`src/sv/rmn_pkg.sv`:
```
package rmn_pkg;

    localparam int DATA_WIDTH = 32;
    localparam int FRAC_BITS  = 16;
    localparam int QUOT_W     = DATA_WIDTH + FRAC_BITS;
    localparam int STEP_W     = $clog2(QUOT_W);
    localparam int MAX_COLS   = 64;
    localparam int COL_W      = $clog2(MAX_COLS);
    localparam int LEN_W      = COL_W + 1;
    localparam int ROWS_W     = 16;
    localparam int CFG_IDX_W  = 3;
    localparam int CFG_DATA_W = 16;

    localparam logic [CFG_IDX_W-1:0] REG_ROW_LENGTH     = 3'd0;
    localparam logic [CFG_IDX_W-1:0] REG_ROW_COUNT      = 3'd1;
    localparam logic [CFG_IDX_W-1:0] REG_MAX_FIRST_COL  = 3'd2;
    localparam logic [CFG_IDX_W-1:0] REG_MAX_LAST_COL   = 3'd3;
    localparam logic [CFG_IDX_W-1:0] REG_NORM_FIRST_COL = 3'd4;
    localparam logic [CFG_IDX_W-1:0] REG_NORM_LAST_COL  = 3'd5;

    typedef enum logic [3:0] {
        S_IDLE = 4'b0001,
        S_READ = 4'b0010,
        S_LOAD = 4'b0100,
        S_DIV  = 4'b1000
    } state_t;

    typedef struct packed {
        logic start;
        logic [DATA_WIDTH-1:0] dividend;
        logic [DATA_WIDTH-1:0] divisor;
    } div_req_t;

    typedef struct packed {
        logic done;
        logic [QUOT_W-1:0] quotient;
    } div_rsp_t;

    function automatic logic [DATA_WIDTH-1:0] magnitude(input logic [DATA_WIDTH-1:0] v);
        magnitude = v[DATA_WIDTH-1] ? (~v + 1'b1) : v;
    endfunction

endpackage

```
`src/sv/rmn_ram.sv`:
```
module rmn_ram #(
    parameter int WIDTH = 32,
    parameter int DEPTH = 64
) (
    input  logic                     clk,
    input  logic                     we,
    input  logic [$clog2(DEPTH)-1:0] waddr,
    input  logic [WIDTH-1:0]         wdata,
    input  logic [$clog2(DEPTH)-1:0] raddr,
    output logic [WIDTH-1:0]         rdata
);

    logic [WIDTH-1:0] mem [DEPTH];

    always_ff @(posedge clk)
    begin
        if (we)
        begin
            mem[waddr] <= wdata;
        end
        rdata <= mem[raddr];
    end

endmodule

```
`src/sv/rmn_div.sv`:
```
module rmn_div (
    input  logic             clk,
    input  logic             rst_n,
    input  rmn_pkg::div_req_t req,
    output rmn_pkg::div_rsp_t rsp
);

    logic                              run_reg, run_next;
    logic                              done_reg, done_next;
    logic [rmn_pkg::STEP_W-1:0]        step_reg, step_next;
    logic [rmn_pkg::DATA_WIDTH-1:0]    rem_reg, rem_next;
    logic [rmn_pkg::DATA_WIDTH-1:0]    dvs_reg, dvs_next;
    logic [rmn_pkg::QUOT_W-1:0]        nq_reg, nq_next;
    logic [rmn_pkg::DATA_WIDTH:0]      trial;
    logic [rmn_pkg::DATA_WIDTH:0]      diff;
    logic                              ge;

    assign trial = {rem_reg, nq_reg[rmn_pkg::QUOT_W-1]};
    assign diff  = trial - {1'b0, dvs_reg};
    assign ge    = trial >= {1'b0, dvs_reg};

    always_comb
    begin
        run_next  = run_reg;
        done_next = 1'b0;
        step_next = step_reg;
        rem_next  = rem_reg;
        dvs_next  = dvs_reg;
        nq_next   = nq_reg;
        if (req.start)
        begin
            run_next  = 1'b1;
            step_next = '0;
            rem_next  = '0;
            dvs_next  = req.divisor;
            nq_next   = {req.dividend, {rmn_pkg::FRAC_BITS{1'b0}}};
        end
        else if (run_reg)
        begin
            rem_next  = ge ? diff[rmn_pkg::DATA_WIDTH-1:0] : trial[rmn_pkg::DATA_WIDTH-1:0];
            nq_next   = {nq_reg[rmn_pkg::QUOT_W-2:0], ge};
            step_next = step_reg + 1'b1;
            if (step_reg == rmn_pkg::STEP_W'(rmn_pkg::QUOT_W - 1))
            begin
                run_next  = 1'b0;
                done_next = 1'b1;
            end
        end
    end

    always_ff @(posedge clk or negedge rst_n)
    begin
        if (!rst_n)
        begin
            run_reg  <= 1'b0;
            done_reg <= 1'b0;
            step_reg <= '0;
        end
        else
        begin
            run_reg  <= run_next;
            done_reg <= done_next;
            step_reg <= step_next;
        end
    end

    always_ff @(posedge clk)
    begin
        rem_reg <= rem_next;
        dvs_reg <= dvs_next;
        nq_reg  <= nq_next;
    end

    assign rsp = {done_reg, nq_reg};

endmodule

```
`src/sv/row_maxabs_normalize_top.sv`:
```
// Channel   Handshake              Payload
// input     start / busy           sample
// config    cfg_write              cfg_index, cfg_data
// result    result_valid (1 cycle) scaled, column, row_end, matrix_end, zero_max
//
// A sample is taken when start && !busy; a sample that does not finish a row leaves busy low.
// On row completion each element is read back from the row RAM in S_READ and S_LOAD; an
// element that passes unchanged or is zeroed is issued in S_LOAD, a scaled element in S_DIV
// once the bit-serial divider (one quotient bit per cycle over 48 bits) signals done.
// Reset clears all control state and loads the register defaults; the row RAM is not cleared.
// busy stays high from row completion until the last word of the row is issued.
// The receiver cannot stall: every result word is valid for exactly one cycle.
module row_maxabs_normalize_top (
    input  logic                               clk,
    input  logic                               rst_n,
    input  logic                               start,
    output logic                               busy,
    input  logic signed [rmn_pkg::DATA_WIDTH-1:0] sample,
    input  logic                               cfg_write,
    input  logic [rmn_pkg::CFG_IDX_W-1:0]      cfg_index,
    input  logic [rmn_pkg::CFG_DATA_W-1:0]     cfg_data,
    output logic                               result_valid,
    output logic signed [rmn_pkg::DATA_WIDTH-1:0] scaled,
    output logic [rmn_pkg::COL_W-1:0]          column,
    output logic                               row_end,
    output logic                               matrix_end,
    output logic                               zero_max
);

    localparam int DW = rmn_pkg::DATA_WIDTH;
    localparam int CW = rmn_pkg::COL_W;
    localparam int LW = rmn_pkg::LEN_W;
    localparam int RW = rmn_pkg::ROWS_W;
    localparam int QW = rmn_pkg::QUOT_W;

    logic [LW-1:0] row_length_reg;
    logic [RW-1:0] row_count_reg;
    logic [CW-1:0] max_first_reg, max_last_reg, norm_first_reg, norm_last_reg;

    rmn_pkg::state_t state_reg, state_next;
    logic [CW-1:0]   col_reg, col_next;
    logic [CW-1:0]   k_reg, k_next;
    logic [LW-1:0]   count_reg, count_next;
    logic [DW-1:0]   peak_reg, peak_next;
    logic [RW-1:0]   row_cnt_reg, row_cnt_next;
    logic            zero_reg, zero_next;
    logic            last_row_reg, last_row_next;
    logic            neg_reg, neg_next;

    logic            valid_reg, valid_next;
    logic [DW-1:0]   scaled_reg, scaled_next;
    logic [CW-1:0]   column_reg, column_next;
    logic            row_end_reg, row_end_next;
    logic            matrix_end_reg, matrix_end_next;
    logic            zero_out_reg, zero_out_next;

    logic            accept;
    logic [LW-1:0]   len;
    logic [DW-1:0]   sample_mag;
    logic [DW-1:0]   peak_upd;
    logic [LW-1:0]   count_now;
    logic            in_max;
    logic            in_norm;
    logic            last_k;
    logic [DW-1:0]   ram_rdata;
    logic [DW-1:0]   sat_mag;
    logic [DW-1:0]   emit_value;
    logic            emit;
    logic [QW-1:0]   lim;
    logic            div_start;

    rmn_pkg::div_req_t div_req;
    rmn_pkg::div_rsp_t div_rsp;

    rmn_ram #(
        .WIDTH (DW),
        .DEPTH (rmn_pkg::MAX_COLS)
    ) u_row_ram (
        .clk   (clk),
        .we    (accept),
        .waddr (col_reg),
        .wdata (sample),
        .raddr (k_reg),
        .rdata (ram_rdata)
    );

    rmn_div u_div (
        .clk   (clk),
        .rst_n (rst_n),
        .req   (div_req),
        .rsp   (div_rsp)
    );

    assign busy   = (state_reg != rmn_pkg::S_IDLE);
    assign accept = start && !busy;

    always_comb
    begin
        if (row_length_reg == '0)
        begin
            len = LW'(1);
        end
        else if (row_length_reg > LW'(rmn_pkg::MAX_COLS))
        begin
            len = LW'(rmn_pkg::MAX_COLS);
        end
        else
        begin
            len = row_length_reg;
        end
    end

    assign sample_mag = rmn_pkg::magnitude(sample);
    assign in_max     = (col_reg >= max_first_reg) && (col_reg <= max_last_reg);
    assign peak_upd   = (in_max && (sample_mag > peak_reg)) ? sample_mag : peak_reg;
    assign count_now  = {1'b0, col_reg} + 1'b1;
    assign in_norm    = (k_reg >= norm_first_reg) && (k_reg <= norm_last_reg);
    assign last_k     = (({1'b0, k_reg} + 1'b1) == count_reg);

    assign lim     = neg_reg ? QW'({1'b1, {(DW-1){1'b0}}}) : QW'({1'b0, {(DW-1){1'b1}}});
    assign sat_mag = (div_rsp.quotient > lim) ? lim[DW-1:0] : div_rsp.quotient[DW-1:0];

    assign div_req = {div_start, rmn_pkg::magnitude(ram_rdata), peak_reg};

    always_comb
    begin
        state_next      = state_reg;
        col_next        = col_reg;
        k_next          = k_reg;
        count_next      = count_reg;
        peak_next       = peak_reg;
        row_cnt_next    = row_cnt_reg;
        zero_next       = zero_reg;
        last_row_next   = last_row_reg;
        neg_next        = neg_reg;
        valid_next      = 1'b0;
        scaled_next     = scaled_reg;
        column_next     = column_reg;
        row_end_next    = row_end_reg;
        matrix_end_next = matrix_end_reg;
        zero_out_next   = zero_out_reg;
        div_start       = 1'b0;
        emit            = 1'b0;
        emit_value      = ram_rdata;

        unique case (state_reg)
            rmn_pkg::S_IDLE:
            begin
                if (accept)
                begin
                    peak_next = peak_upd;
                    if (count_now >= len)
                    begin
                        count_next    = count_now;
                        zero_next     = (peak_upd == '0);
                        last_row_next = (row_cnt_reg == (row_count_reg - 1'b1));
                        k_next        = '0;
                        state_next    = rmn_pkg::S_READ;
                    end
                    else
                    begin
                        col_next = count_now[CW-1:0];
                    end
                end
            end
            rmn_pkg::S_READ:
            begin
                state_next = rmn_pkg::S_LOAD;
            end
            rmn_pkg::S_LOAD:
            begin
                if (in_norm && !zero_reg)
                begin
                    div_start  = 1'b1;
                    neg_next   = ram_rdata[DW-1];
                    state_next = rmn_pkg::S_DIV;
                end
                else
                begin
                    emit       = 1'b1;
                    emit_value = in_norm ? '0 : ram_rdata;
                end
            end
            rmn_pkg::S_DIV:
            begin
                if (div_rsp.done)
                begin
                    emit       = 1'b1;
                    emit_value = neg_reg ? (~sat_mag + 1'b1) : sat_mag;
                end
            end
            default:
            begin
                state_next = rmn_pkg::S_IDLE;
            end
        endcase

        if (emit)
        begin
            valid_next      = 1'b1;
            scaled_next     = emit_value;
            column_next     = k_reg;
            row_end_next    = last_k;
            matrix_end_next = last_k && last_row_reg;
            zero_out_next   = zero_reg;
            if (last_k)
            begin
                state_next   = rmn_pkg::S_IDLE;
                col_next     = '0;
                peak_next    = '0;
                row_cnt_next = last_row_reg ? '0 : (row_cnt_reg + 1'b1);
            end
            else
            begin
                k_next     = k_reg + 1'b1;
                state_next = rmn_pkg::S_READ;
            end
        end
    end

    always_ff @(posedge clk or negedge rst_n)
    begin
        if (!rst_n)
        begin
            row_length_reg <= LW'(rmn_pkg::MAX_COLS);
            row_count_reg  <= RW'(1);
            max_first_reg  <= '0;
            max_last_reg   <= '1;
            norm_first_reg <= '0;
            norm_last_reg  <= '1;
        end
        else if (cfg_write)
        begin
            unique case (cfg_index)
                rmn_pkg::REG_ROW_LENGTH:     row_length_reg <= cfg_data[LW-1:0];
                rmn_pkg::REG_ROW_COUNT:      row_count_reg  <= cfg_data[RW-1:0];
                rmn_pkg::REG_MAX_FIRST_COL:  max_first_reg  <= cfg_data[CW-1:0];
                rmn_pkg::REG_MAX_LAST_COL:   max_last_reg   <= cfg_data[CW-1:0];
                rmn_pkg::REG_NORM_FIRST_COL: norm_first_reg <= cfg_data[CW-1:0];
                rmn_pkg::REG_NORM_LAST_COL:  norm_last_reg  <= cfg_data[CW-1:0];
                default:                     ;
            endcase
        end
    end

    always_ff @(posedge clk or negedge rst_n)
    begin
        if (!rst_n)
        begin
            state_reg    <= rmn_pkg::S_IDLE;
            col_reg      <= '0;
            k_reg        <= '0;
            count_reg    <= '0;
            peak_reg     <= '0;
            row_cnt_reg  <= '0;
            zero_reg     <= 1'b0;
            last_row_reg <= 1'b0;
            valid_reg    <= 1'b0;
        end
        else
        begin
            state_reg    <= state_next;
            col_reg      <= col_next;
            k_reg        <= k_next;
            count_reg    <= count_next;
            peak_reg     <= peak_next;
            row_cnt_reg  <= row_cnt_next;
            zero_reg     <= zero_next;
            last_row_reg <= last_row_next;
            valid_reg    <= valid_next;
        end
    end

    always_ff @(posedge clk)
    begin
        neg_reg        <= neg_next;
        scaled_reg     <= scaled_next;
        column_reg     <= column_next;
        row_end_reg    <= row_end_next;
        matrix_end_reg <= matrix_end_next;
        zero_out_reg   <= zero_out_next;
    end

    assign result_valid = valid_reg;
    assign scaled       = scaled_reg;
    assign column       = column_reg;
    assign row_end      = row_end_reg;
    assign matrix_end   = matrix_end_reg;
    assign zero_max     = zero_out_reg;

    a_matrix_end_on_row_end: assert property (@(posedge clk) disable iff (!rst_n)
        (result_valid && matrix_end) |-> row_end)
        else $error("matrix_end without row_end");

    a_no_back_to_back: assert property (@(posedge clk) disable iff (!rst_n)
        result_valid |=> !result_valid)
        else $error("result words on consecutive cycles");

    a_accept_no_word: assert property (@(posedge clk) disable iff (!rst_n)
        accept |=> !result_valid)
        else $error("result word right after a sample");

    a_row_end_frees: assert property (@(posedge clk) disable iff (!rst_n)
        (result_valid && row_end) |-> !busy)
        else $error("busy after last word of row");

endmodule

```
`config.mk`:
```
export PLATFORM = sky130hd
export DESIGN_NAME = row_maxabs_normalize_top
export DESIGN_NICKNAME = d
export VERILOG_FILES = /design/src/sv/rmn_pkg.sv /design/src/sv/rmn_ram.sv /design/src/sv/rmn_div.sv /design/src/sv/row_maxabs_normalize_top.sv
export SDC_FILE = /design/constraint.sdc
export NUM_CORES = 2
export LEC_CHECK = 0
export BUFFER_PORTS_ARGS = -buffer_cell sky130_fd_sc_hd__buf_2
export CAP_MARGIN = 40
export CORE_MARGIN = 2
export CORE_UTILIZATION = 55
export DETAILED_ROUTE_END_ITERATION = 7
export GPL_TIMING_DRIVEN = 0
export HOLD_SLACK_MARGIN = 0.03
export PLACE_DENSITY_LB_ADDON = 0.3
export SYNTH_ARGS = -nofsm -noshare
export SYNTH_HDL_FRONTEND = slang
export SYNTH_SLANG_ARGS = --single-unit
```
`constraint.sdc`:
```
create_clock -name clk -period 5.27 [get_ports clk]
set_input_delay 1.3175 -clock clk [delete_from_list [all_inputs] [get_ports clk]]
set_output_delay 1.3175 -clock clk [all_outputs]
set_load 0.02 [all_outputs]
```
==> run metrics <==
status finished, final reports clean; CP peak stage delay 0.65 ns; final wirelength 269.7 mm; Worst R2R Start neg_reg; # IOs 98; vias in the first global route 52,860; vias per cell 6.538; Post-Syn Instances 4,994; synth unique cells 80; fmax 0.1917 GHz; GP Congestion 0.9213; top cell type's share of synthesized area 66.77%; WL/cell 33.36 µm; Leak Pwr 36.15 nW; Slew Limit Headroom 34.46%; detailed-route via count 52,850; port bufs 96; CTS tree built; fin. max-slew vios 0; Total Routing Usage GR 30.33%; top cells by area, synth edfxtp_1 (67%), mux4_2 (16%), dfrtp_1 (2.9%), ha_1 (1.7%), dfxtp_1 (1.7%); DRT iter0 DRCs 6,751; Synth top cells by count edfxtp_1 (2,154), mux4_2 (672), nor2_1 (215), clkbuf_1 (184), o21ai_0 (158); TritonCTS Sinks 2,363; max reg flops 2,048; FF-to-FF End scaled[28]; DP HPWL 182.9 mm; worst path arrival time 5.98 ns; Placed Instances 7,638; RSZ-0062 raised after global routing yes; final hold vios 0; Seq/Total Area, Yosys 71.77%; root buf cell clkbuf_16; CP Max Fanout 35; share of cells above drive strength 1 26.60%; clk_lat worst skew 0.89 ns; Cell Rows 154; Worst Path Required 6.03 ns; most common cell in the netlist edfxtp_1; fin util 64.06%; sequential power share 40.4%; max_cap viols 0; synthesis-stage register bit count 2,363; fin nets 5,726; clock transition at the registers of the reported paths 0.06 ns; Max clock buf depth 3; switch share 31.69%; first-pass GRT wire length 384.6 mm; DIE HEIGHT 423.7 µm; clk_skew 0.06545 ns; critical path class in -> reg; post-synth top area cell edfxtp_1; yosys warns 0; largest net degree at the start of global routing 91; Die X-Extent 423.7 µm; Core ar. 175,500 µm²; Switch Pwr 17.50 mW; worst reg-to-reg setup slack 0.28 ns; Final Cycle Share 98.97%; Overflow after GRT 0; Least-Margin Pin Slew 0.9831 ns; Post-DRT Antenna Nets 0; number of synthesized flops with an enable pin 2,154; Synth async-reset ratio 5.459%; initial core utilization 55.19%; Hold Crit Class in -> async; PwrDens 491.2 nW/µm²; Clk network pwr share 29.8%; crit path launch sample[10]; synthesized area 96,880 µm²; Primary FF master, synth edfxtp_1; min cycle time layout 5.216 ns; worst path cell trace buf_4, buf_12, or4_4, nor3_4, nand4_1, or4_4, nand2_1, xnor2_1, ha_1, inv_1, nor3_2, nand2_1, nor2_1, a221o_1, a21oi_2, or2_2, o41ai_2, clkdlybuf4s15_2, mux2_1; Peak VDD IR 0.0004434 V; CP endpoint kind flop; Mean Syn Cell Area 19.40 µm²; Power Internal 37.73 mW; Gate power share 29.8%; Layout area overhead 16.06%; syn_nets 5,185; Startpoint Class primary input; Detailed Routing Iterations Pass 1 6; die footprint 179,500 µm²; antenna violations before repair 26; final setup violation count 0; fin cells 8,084; number of CTS-inserted buffers 225; CP max stage cell or4_4; # H-tree levels 4; Post-route DRC 0; reg2reg path depth 21
-- cell families (layout without fill, tap and decap cells) --
kind of cell	Yosys count	count (layout)	synth area share, %
fa+ha+maj	136	136	1.764
simple gates	688	688	3.526
mux	795	795	16.95
xor+xnor	136	136	1.230
buf+inv	378	1118	1.480
compound gates	498	498	3.278
other cells	0	10	0
flops	2363	2363	71.77
-- power groups by stage --
stage	logic, mW	clock network (mW)	registers (mW)
6_report	16.5	16.4	22.3
5_1_grt	17.0	17.2	22.4
4_1_cts	16.2	16.6	22.3
3_5_place_dp	15.9	0	22.7
3_3_place_gp	14.5	0	22.7
2_1_floorplan	9.00	0	22.3
-- worst max-delay path, delay by kind of cell --
kind	cells	cell delay [ns]
AOI/OAI and AO/OA	3	0.66
adders and majority gates	1	0.32
muxes	1	0.14
buffers and inverters	4	0.79
xor gates and xnor gates	1	0.09
and+or+nand+nor	9	2.56
-- repair_timing --
item / in CTS / in global routing
cloned: 1 / 0
setup buffers: 5 / 5
setup endpoints to repair: 178 / 61
hold buffers: 0 / 0
pin swaps: 1 / 4
gates resized for setup: 32 / 35
-- metal layers --
metal / routed length, µm / track usage (%) / share of wire [%]
met1: 96590 / 38.86 / 36
met5: 122 / 0 / 0.045
met3: 27200 / 7.211 / 10
met2: 129700 / 48.86 / 48
met4: 16090 / 15.43 / 6.0
-- cells in the final DEF, fill, tap and decap left out, types with 55 or more instances in the layout --
cell	n
buf_1	55
mux2i_1	77
buf_12	59
edfxtp_1	2154
nand2_1	127
clkbuf_1	219
dfxtp_1	80
nor2_1	147
a21oi_1	112
nor2_4	66
o21ai_0	157
ha_1	135
inv_1	125
buf_2	88
dfrtp_1	114
nand3_1	74
xor2_1	68
clkbuf_16	227
mux4_2	672
xnor2_1	68
-- how the worst max path moves through the flow --
stage,slack [ns],cells after the start,endpoint
2_1_floorplan,-0.05,17,peak_reg[11]
3_3_place_gp,-1.95,18,peak_reg[24]
3_5_place_dp,-1.58,19,peak_reg[19]
4_1_cts,0.008,18,zero_reg
5_1_grt,-0.02,21,zero_reg
6_report,0.05,19,zero_reg
-- final cells by class --
class                      instances  area [µm²]
clock inverter                   146        1574
inverter                         128       481.7
multi-input combinational       2253       26560
clock buffer                     280        5939
buffer                           246       970.9
sequential                      2363       69530
fill                           11410       63090
timing repair buffer             318        4431
tap                             2340        2928
antenna                           10       25.02
-- through the flow --
stage          TNS (ns)  hold slack, ns  total power, mW  setup WS (ns)  instance area (µm²)
2_1_floorplan    -1.042          0.4495            31.34       -0.05212                96900
3_3_place_gp   -1266.82          0.4694            37.18         -1.954               100300
3_5_place_dp     -84.87          0.4722            38.57         -1.584               104600
4_1_cts               0          0.3234            55.10       0.007575               112300
6_report              0          0.3744            55.23        0.05428               112400
5_1_grt        -0.02421          0.3613            56.64       -0.02421               112400
Power figures use the tool's default switching activity.
